$ cat src/hw/rtl/serial_frame_receiver_checksum_assert.svh
// Assertion macros for the serial frame receiver.
`ifndef SERIAL_FRAME_RECEIVER_CHECKSUM_ASSERT_SVH
`define SERIAL_FRAME_RECEIVER_CHECKSUM_ASSERT_SVH

// Same-cycle implication, disabled while in reset.
`define SFRC_ASSERT_IMPL(label, clk, rst_n, ante, cons) \
	label: assert property (@(posedge clk) disable iff (!(rst_n)) (ante) |-> (cons)) \
		else $error("sfrc: same-cycle check failed");

// Next-cycle implication, disabled while in reset.
`define SFRC_ASSERT_NEXT(label, clk, rst_n, ante, cons) \
	label: assert property (@(posedge clk) disable iff (!(rst_n)) (ante) |=> (cons)) \
		else $error("sfrc: next-cycle check failed");

`endif

$ cat src/hw/rtl/sfrc_pkg.sv
// Shared types and constants for the serial frame receiver.
`timescale 1ns / 1ps
`default_nettype none

package sfrc_pkg;

	localparam int BYTE_W = 8;
	localparam int WORD_W = 16;
	localparam int MAX_FRAME_DEF = 32;

	typedef logic [1:0] frame_status_t;

	localparam frame_status_t ST_OK        = 2'd0;
	localparam frame_status_t ST_BAD_SUM   = 2'd1;
	localparam frame_status_t ST_TOO_LONG  = 2'd2;
	localparam frame_status_t ST_TOO_SHORT = 2'd3;

	localparam logic [BYTE_W-1:0] START_BYTE_RST = 8'hE1;

	typedef struct packed {
		frame_status_t       status;
		logic [BYTE_W-1:0]   address;
		logic [BYTE_W-1:0]   command;
		logic [WORD_W-1:0]   data_word;
		logic [BYTE_W-1:0]   count;
	} frame_result_t;

endpackage

`default_nettype wire

$ cat src/hw/rtl/sfrc_parser.sv
// Frame parser: hunt/count/sum state and the result of one byte.
`timescale 1ns / 1ps
`default_nettype none

module sfrc_parser import sfrc_pkg::*; #(
	parameter int MAX_FRAME = MAX_FRAME_DEF
) (
	input  wire logic              clk,
	input  wire logic              arst_n,
	input  wire logic              step,
	input  wire logic [BYTE_W-1:0] rx_byte,
	input  wire logic [BYTE_W-1:0] start_byte,
	output logic                   res_valid,
	output frame_result_t          res
);

	localparam int IDX_W = $clog2(MAX_FRAME);
	localparam logic [BYTE_W-1:0] MAX_B = BYTE_W'(MAX_FRAME);

	logic              in_frame_q, in_frame_d;
	logic [IDX_W-1:0]  idx_q, idx_d;
	logic [BYTE_W-1:0] count_q, count_d;
	logic [BYTE_W-1:0] sum_q, sum_d;
	logic [BYTE_W-1:0] addr_q, addr_d;
	logic [BYTE_W-1:0] cmd_q, cmd_d;
	logic [WORD_W-1:0] data_q, data_d;
	logic [BYTE_W-1:0] idx_ext;

	assign idx_ext = BYTE_W'(idx_q);

	always_comb begin
		in_frame_d = in_frame_q;
		idx_d      = idx_q;
		count_d    = count_q;
		sum_d      = sum_q;
		addr_d     = addr_q;
		cmd_d      = cmd_q;
		data_d     = data_q;
		res_valid  = 1'b0;
		res        = '{status: ST_OK, address: addr_q, command: cmd_q,
		               data_word: data_q, count: count_q};

		if (!in_frame_q) begin
			if (rx_byte == start_byte) begin
				in_frame_d = 1'b1;
				idx_d      = IDX_W'(1);
				count_d    = '0;
				sum_d      = '0;
				addr_d     = '0;
				cmd_d      = '0;
				data_d     = '0;
			end
		end else if (idx_ext == 8'd1) begin
			count_d = rx_byte;
			if (rx_byte >= MAX_B) begin
				res_valid  = 1'b1;
				res        = '{status: ST_TOO_LONG, address: '0, command: '0,
				               data_word: '0, count: rx_byte};
				in_frame_d = 1'b0;
				idx_d      = '0;
				count_d    = '0;
			end else begin
				sum_d = sum_q + rx_byte;
				idx_d = IDX_W'(2);
			end
		end else if (idx_ext < count_q) begin
			sum_d = sum_q + rx_byte;
			if (idx_ext == 8'd2) addr_d = rx_byte;
			if (idx_ext == 8'd3) cmd_d = rx_byte;
			if (idx_ext == 8'd4) data_d = {rx_byte, data_q[BYTE_W-1:0]};
			if (idx_ext == 8'd5) data_d = {data_q[WORD_W-1:BYTE_W], rx_byte};
			idx_d = idx_q + IDX_W'(1);
		end else begin
			// checksum byte, or the dropped byte after a too-short count
			res_valid = 1'b1;
			if (idx_ext == count_q) begin
				res.status = (rx_byte == ~sum_q) ? ST_OK : ST_BAD_SUM;
			end else begin
				res = '{status: ST_TOO_SHORT, address: '0, command: '0,
				       data_word: '0, count: count_q};
			end
			in_frame_d = 1'b0;
			idx_d      = '0;
			count_d    = '0;
		end
	end

	always_ff @(posedge clk or negedge arst_n) begin
		if (!arst_n) begin
			in_frame_q <= 1'b0;
			idx_q      <= '0;
			count_q    <= '0;
			sum_q      <= '0;
			addr_q     <= '0;
			cmd_q      <= '0;
			data_q     <= '0;
		end else if (step) begin
			in_frame_q <= in_frame_d;
			idx_q      <= idx_d;
			count_q    <= count_d;
			sum_q      <= sum_d;
			addr_q     <= addr_d;
			cmd_q      <= cmd_d;
			data_q     <= data_d;
		end
	end

endmodule

`default_nettype wire

$ cat src/hw/rtl/serial_frame_receiver_checksum.sv
// Top level: length-prefixed serial frame receiver with inverted-sum checksum.
// Flow: an accepted word is registered in the input stage and parsed once the
//   result slot is free; that parse step also loads its result, if any.
// Throughput: one received byte per cycle while the result slot is free or emptied.
// Reset (arst_n low, asynchronous): hunting for the start byte, no words held,
//   start byte register back to 0xE1.
`timescale 1ns / 1ps
`default_nettype none
`include "serial_frame_receiver_checksum_assert.svh"

module serial_frame_receiver_checksum import sfrc_pkg::*; #(
	parameter int MAX_FRAME = MAX_FRAME_DEF
) (
	input  wire logic              clk,
	input  wire logic              arst_n,
	// configuration: start byte
	input  wire logic              cfg_wr_en,
	input  wire logic [BYTE_W-1:0] cfg_wr_data,
	// input channel
	input  wire logic              in_valid,
	output logic                   in_ready,
	input  wire logic [BYTE_W-1:0] rx_byte,
	// output channel
	output logic                   out_valid,
	input  wire logic              out_ready,
	output logic [1:0]             frame_status,
	output logic [BYTE_W-1:0]      frame_address,
	output logic [BYTE_W-1:0]      frame_command,
	output logic [WORD_W-1:0]      frame_data_word,
	output logic [BYTE_W-1:0]      frame_count
);

	logic [BYTE_W-1:0] start_byte_q;

	// input stage
	logic              byte_valid_s1;
	logic [BYTE_W-1:0] byte_s1;

	// result register
	logic              out_valid_q;
	frame_result_t     out_q;

	logic              advance;   // result slot free, or being emptied this cycle
	logic              step;      // parse the word held in the input stage
	logic              res_valid;
	frame_result_t     res;

	assign advance  = !out_valid_q || out_ready;
	assign step     = byte_valid_s1 && advance;
	// input stage is free if empty or its word moves on this cycle
	assign in_ready = !byte_valid_s1 || advance;

	always_ff @(posedge clk or negedge arst_n) begin
		if (!arst_n) begin
			start_byte_q <= START_BYTE_RST;
		end else if (cfg_wr_en) begin
			start_byte_q <= cfg_wr_data;
		end
	end

	always_ff @(posedge clk or negedge arst_n) begin
		if (!arst_n) begin
			byte_valid_s1 <= 1'b0;
		end else if (in_valid && in_ready) begin
			byte_valid_s1 <= 1'b1;
		end else if (step) begin
			byte_valid_s1 <= 1'b0;
		end
	end

	always_ff @(posedge clk) begin
		if (in_valid && in_ready) begin
			byte_s1 <= rx_byte;
		end
	end

	sfrc_parser #(
		.MAX_FRAME (MAX_FRAME)
	) u_parser (
		.clk        (clk),
		.arst_n     (arst_n),
		.step       (step),
		.rx_byte    (byte_s1),
		.start_byte (start_byte_q),
		.res_valid  (res_valid),
		.res        (res)
	);

	// Result register: loads on a result word, clears once taken.
	always_ff @(posedge clk or negedge arst_n) begin
		if (!arst_n) begin
			out_valid_q <= 1'b0;
		end else if (advance) begin
			out_valid_q <= step && res_valid;
		end
	end

	always_ff @(posedge clk) begin
		if (step && res_valid) begin
			out_q <= res;
		end
	end

	assign out_valid       = out_valid_q;
	assign frame_status    = out_q.status;
	assign frame_address   = out_q.address;
	assign frame_command   = out_q.command;
	assign frame_data_word = out_q.data_word;
	assign frame_count     = out_q.count;

	// a word waiting in the input stage is not lost or changed while stalled
	`SFRC_ASSERT_NEXT(a_s1_hold, clk, arst_n, byte_valid_s1 && !advance,
		byte_valid_s1 && $stable(byte_s1))

	// too-long and too-short results carry no frame contents
	`SFRC_ASSERT_IMPL(a_abort_zero, clk, arst_n,
		out_valid_q && (out_q.status == ST_TOO_LONG || out_q.status == ST_TOO_SHORT),
		out_q.address == '0 && out_q.command == '0 && out_q.data_word == '0)

	// a checked frame always had a count in range
	`SFRC_ASSERT_IMPL(a_count_range, clk, arst_n,
		out_valid_q && (out_q.status == ST_OK || out_q.status == ST_BAD_SUM),
		out_q.count >= 8'd2 && out_q.count < BYTE_W'(MAX_FRAME))

	// a too-long result reports a count at or above the limit
	`SFRC_ASSERT_IMPL(a_too_long_count, clk, arst_n,
		out_valid_q && out_q.status == ST_TOO_LONG,
		out_q.count >= BYTE_W'(MAX_FRAME))

endmodule

`default_nettype wire
$ cat config.mk
export PLATFORM = sky130hd
export DESIGN_NAME = serial_frame_receiver_checksum
export DESIGN_NICKNAME = d
export VERILOG_FILES = /design/src/hw/rtl/sfrc_pkg.sv /design/src/hw/rtl/sfrc_parser.sv /design/src/hw/rtl/serial_frame_receiver_checksum.sv
export VERILOG_INCLUDE_DIRS = /design/src /design/src/hw/rtl
export SDC_FILE = /design/constraint.sdc
export NUM_CORES = 1
export LEC_CHECK = 0
export BUFFER_PORTS_ARGS = -buffer_cell sky130_fd_sc_hd__buf_2
export CELL_PAD_IN_SITES_DETAIL_PLACEMENT = 1
export CELL_PAD_IN_SITES_GLOBAL_PLACEMENT = 1
export CORE_AREA = 2 2 169 154
export DETAILED_ROUTE_END_ITERATION = 7
export DIE_AREA = 0 0 171 156
export GPL_TIMING_DRIVEN = 0
export PLACE_DENSITY_LB_ADDON = 0.05
export SYNTH_ARGS = -nofsm -noshare
export SYNTH_HDL_FRONTEND = slang
export SYNTH_SLANG_ARGS = --single-unit
$ cat constraint.sdc
create_clock -name clk -period 7.1 [get_ports clk]
set_input_delay 0.355 -clock clk [delete_from_list [all_inputs] [get_ports clk]]
set_output_delay 0.355 -clock clk [all_outputs]
set_load 0.03 [all_outputs]
==> Word-level counts from Yosys, hierarchy flattened <==
Cells that the tools add are included.
{ "op_classes": {"n_addsub": 2, "order_cmp": 2, "n_eq_ne": 18, "n_mux": 46, "bitwise": 1, "reduce_logical": 16} }
{ "ops": {"columns": ["cell", "count"], "rows": [
  ["$mux 8", 17],
  ["$mux 42", 3],
  ["$mux 16", 6],
  ["$mux 40", 2],
  ["$mux 5", 4],
  ["$eq 8x8->1", 2],
  ["$reduce_and 5->1", 3],
  ["$ne 2x2->1 const B", 7],
  ["$mux 1", 12],
  ["$eq 5x2->1 const B", 2],
  ["$eq 5x3->1 const B", 2],
  ["$ne 3x3->1 const B", 3],
  ["$add 8x8->8", 1],
  ["$eq 5x8->1", 1],
  ["$ge 8x6->1 const B", 1],
  ["$lt 5x8->1", 1],
  ["$not 8->8", 1],
  ["$reduce_and 6->1", 1],
  ["$add 5x1->5 const B", 1],
  ["$eq 5x1->1 const B", 1],
  ["$mux 2", 2],
  ["$reduce_and 4->1", 1],
  ["$reduce_bool 2->1", 2],
  ["$logic_and 1x1->1", 3],
  ["other kinds (4)", 6]
]} }
{ "totals": {"register_bits": 114, "inputBits": 21} }

==> Longest topological paths before layout <==
{ "depth": {"ltp_word": 7, "ltp_mapped": 9} }

==> Hierarchy <==
From an unflattened synthesis, not the netlist that was laid out.
{ "unflattened": {"cells_unflattened": 454, "hier_area_um2": 5456.5} }
{ "modules_own_cells": {"columns": ["module", "n_inst", "cells_per_inst", "area_per_inst_um2"], "rows": [
  ["sfrc_parser", 1, 377, 3522.1],
  ["serial_frame_receiver_checksum", 1, 77, 1934.4]
]} }

==> Worst setup path before layout <==
Ideal clock, no wire load.
{ "synth_timing": {"path_type": "register to register", "from": "reg u_parser.idx_q[1]", "to": "reg out_q (netlist bit frame_address[0]), enable pin", "setup_time_ps": 397, "arrival_time_ps": 2451, "slack_ps": 4253, "path_stages_with_launch": 9, "path_buffers": 1, "synth_period_minus_slack_ps": 2847, "cell_sequence": "dfrtp_1 > inv_1 > ha_1 > or4b_1 > buf_2 > o211a_1 > a21bo_4 > a21o_1 > inv_1"} }
{ "synth_between": {"elab_chain_len": 5, "elab_cells_between_ends": 6, "classes_between": "1 x order compare; 1 x eq/ne; 3 x mux; 1 x reduce/logical"} }
{ "synth_lines": {"columns": ["element", "line", "rtl"], "rows": [
  ["start: declaration", "sfrc_parser.sv:21", "logic [IDX_W-1:0] idx_q, idx_d;"],
  ["start signal: assignment", "sfrc_parser.sv:99", "idx_q <= idx_d;"],
  ["$lt 5x8->1", "sfrc_parser.sv:66", "end else if (idx_ext < count_q) begin"],
  ["$mux 1", "sfrc_parser.sv:66", null],
  ["$mux 1 *", "sfrc_parser.sv:53", "end else if (idx_ext == 8'd1) begin"],
  ["$mux 1 *", "sfrc_parser.sv:43", "if (!in_frame_q) begin"],
  ["$logic_and 1x1->1 *", "serial_frame_receiver_checksum.sv:99", "if (step && res_valid) begin"],
  ["end signal: assignment", "serial_frame_receiver_checksum.sv:100", "out_q <= res;"],
  ["end: declaration", "serial_frame_receiver_checksum.sv:41", "frame_result_t out_q;"]
]} }
Mark *: on every way between the ends. The rest lies on a longest branch, timed or not.
A chain may end at the register's enable or synchronous reset.

==> Worst setup path after layout <==
{ "layout_timing": {"from": "reg u_parser.idx_q[1]", "to": "reg out_q (netlist bit frame_command[7]), enable pin"} }
Same word-level chain as after synthesis.

==> run_results.csv <==
group,metric,value,unit
run_status,outcome,"finished clean",
die,io_pins,65,
critical_path,worst_path_largest_cell_delay,870,ps
layout,drive_gt1_share,25.0,%
layout,fillerInstances,2812,
grt,antenna_found_initial,0,
power,peakVddDrop,0.000201,V
logic_synthesis,synth_seq_cells,114,
critical_path,cpMaxStageDelayCell,"nor4b_1",
critical_path,critPathKind,"flop to flop",
placed_design,gp_congestion,0.746,
logic_synthesis,ys.flop_type,"dfrtp_1",
sta,worst_pin_slew,1050,ps
critical_path,worstSetupEndpointType,"flop",
detailed_routing,wirelength,18.2,mm
logic_synthesis,ys_types,61,
layout,num_antenna_cells,0,
grt,overflow,0,
logic_synthesis,postSynth.asyncResetShare,56.1,%
critical_path,path_cells,"inv_1 -> ha_1 -> nor4b_1 -> nand2_1 -> a21o_1 -> inv_2 -> buf_12",
die,die-area,26700,µm²
detailed_routing,wl_per_cell,19.9,µm
logic_synthesis,syn_area,5660,µm²
sta,setup_tns,0,ps
logic_synthesis,synth-edff-count,50,
clocking,path_clk_slew,60,ps
critical_path,reg2regPathDepth,7,
sta,drv_slew,0,
grt,grt_usage,14.5,%
layout,final_nets,601,
power,p_sw,1.12,mW
detailed_routing,viasPerCell,4.51,
worst_hold_path,whs_path_depth,1,
die,die_width,171,µm
sta,fin_crit,3190,ps
critical_path,worst-path-buf-inv,3,
layout,post-route-util,28.4,%
power,pwr-share-comb,36.0,%
layout,regArea,3110,µm²
clocking,cts.path.max_buffers,2,
critical_path,critical_path_peak_fanout,27,
critical_path,cp.required,7210,ps
sta,setup_violations,0,
power,p_int,1.72,mW
die,core,24900,µm²
critical_path,path_depth,7,
sta,fin_skew,11.9,ps
critical_path,crit_family,"simple AND/OR/NAND/NOR gates",
clocking,postCtsSetupBuffers,0,
grt,grt_max_degree,38,
detailed_routing,route.detailed.drc,0,
critical_path,cp-start-kind,"flop",
critical_path,worst_ep_arrival_time,3300,ps
sta,max_slew_margin,29.0,%
logic_synthesis,syn_inst,478,
power,p_leak,2.97,nW
power,p_per_area,401,nW/µm²
clocking,cts-root-buf,"clkbuf_16",
clocking,clock-sinks,114,
layout,multiInputGateArea,2370,µm²
clocking,cts_tree,"yes",
detailed_routing,antenna_left,0,
sta,fmax,314,MHz
detailed_routing,drtIter0Drc,227,
worst_hold_path,hold_path_class,"primary input to flop",
sta,fin_crit_sh,44.9,%
die,rows,55,
grt,grt_pass1_wl,28.1,mm
sta,rsz0062_at_grt,"false",
logic_synthesis,synth.yosys.warnings,0,
die,initial_core_util,22.7,%
power,clockPowerShare,32.5,%
logic_synthesis,syn_area_per_cell,11.8,µm²
placed_design,dpl.hpwl,13.1,mm
logic_synthesis,postSynthNetCount,516,
power,seqPwrFrac,31.5,%
detailed_routing,vias,4136,
run,drv_cap,0,
die,die_y,156,µm
power,switching_share,39.4,%
detailed_routing,dr.pass1.iters,6,
placed_design,numPortBuffers,63,
grt,grt_pass1_vias,4550,
clocking,clk_latency,420,ps
clocking,htree_levels,4,
sta,hold_violations,0,
clocking,cts_buffers,17,
layout,area_growth,25.1,%
logic_synthesis,yosysSeqAreaShare,54.9,%
==> cell usage after synthesis (9+ instances only) <==
library cell	number	area share, %
dfrtp_1	60	27
edfxtp_1	50	27
nand2_1	40	2.7
a21boi_0	28	3.7
nand3_1	25	2.2
clkbuf_1	23	1.5
nor2_1	23	1.5
a221o_1	21	3.7
mux2_2	21	4.2
a21oi_1	20	1.8
ha_1	16	3.5
o21ai_0	13	1.1
xor2_1	13	2.0
and2_1	11	1.2
o211ai_1	10	1.3
inv_1	9	0.60
==> final cells by class <==
class	instances	share of cell area [%]
clock inverters	11	2.14
well taps	342	6.05
clock buffers	21	6.66
multi-input cells	323	33.5
plain buffers	32	2.09
inverters	9	0.477
repair buffers	66	5.20
flip-flops and latches	114	43.9
==> path summary, 6_finish.rpt <==
path                       slack, ps             endpoint                start
hold reg to reg                  500  u_parser.data_q[15]  u_parser.data_q[15]
hold / removal                   110           byte_s1[7]           rx_byte[7]
min in group asynchronous        420    u_parser.sum_q[3]               arst_n
setup reg to reg                3910     frame_command[7]    u_parser.idx_q[1]
setup / recovery                3910     frame_command[7]    u_parser.idx_q[1]
max in group asynchronous       6060      start_byte_q[7]               arst_n
==> flip-flops by register name, indices dropped and copies added (netlist names), 2 cells and up <==
| signal | flops |
|---|---|
| u_parser.cmd_q | 8 |
| frame_address | 8 |
| frame_status | 2 |
| frame_count | 8 |
| byte_s1 | 8 |
| u_parser.data_q | 16 |
| u_parser.idx_q | 5 |
| u_parser.count_q | 8 |
| frame_data_word | 16 |
| start_byte_q | 8 |
| frame_command | 8 |
| u_parser.sum_q | 8 |
| u_parser.addr_q | 8 |
==> power by group through the flow <==
| stage | logic [mW] | clock network (mW) | registers (mW) |
|---|---|---|---|
| 6_report | 1.02 | 0.923 | 0.894 |
| 3_5_place_dp | 1.03 | 0 | 0.908 |
| 3_3_place_gp | 1.01 | 0 | 0.907 |
| 2_1_floorplan | 0.685 | 0 | 0.893 |
| 5_1_grt | 1.14 | 0.977 | 0.911 |
| 4_1_cts | 1.04 | 0.951 | 0.896 |
==> layout by cell type (no fill, tap or decap), drive strengths merged, types with 4 or more instances in the layout <==
cell type  count
buf           74
dfstp          4
a221o         21
o21ai         14
ha            16
clkinv         5
nor2          23
nand2         42
nor3           4
edfxtp        50
xor2          13
mux2          21
dfrtp         60
and2          12
clkbuf        44
a22o           4
inv           11
nor4           4
nor2b          4
and3           6
a21o           6
nand3         25
o211ai        10
mux2i          6
a21oi         24
a21boi        33
==> per-layer routing <==
layer / vias to the layer above / share of wire [%] / GRT usage (%)
li1: 1953 / - / -
met1: 2102 / 52 / 20.6
met2: 64 / 44 / 22.1
met3: 17 / 2.9 / 2.97
met4: 0 / 1.2 / 4.24
met5: - / 0 / 0
==> kinds of logic (layout without fill, tap and decap cells) <==
kind of cell               Yosys count  count (layout)  share of synthesized area, %
and+or+nand+nor                    136             136                          12.5
AOI/OAI and AO/OA                  129             129                          18.0
DFF                                114             114                          54.9
buffers and inverters               41             139                          3.21
muxes                               27              27                          5.24
adders and majority gates           17              17                          3.89
xor gates and xnor gates            14              14                          2.17
==> per-stage QoR <==
step | setup slack, ps | area (µm²) | cells | hold WS (ps) | power (mW)
after CTS | 3920 | 7080 | 918 | 87.8 | 2.88
after global placement | 3130 | 6400 | 883 | 487 | 1.92
after global routing | 3720 | 7080 | 918 | 83.6 | 3.03
after detailed placement | 3940 | 6440 | 885 | 337 | 1.94
final | 3910 | 7080 | 918 | 109 | 2.84
after floorplan | 4250 | 5660 | 478 | 59.4 | 1.58
==> timing repair <==
| item | CTS | global route |
|---|---|---|
| hold buffers | 1 | 0 |
| resized for setup | 0 | 0 |
| endpoints found under the hold margin | 27 | 0 |
No activity file was read; power rests on OpenSTA's default activity.
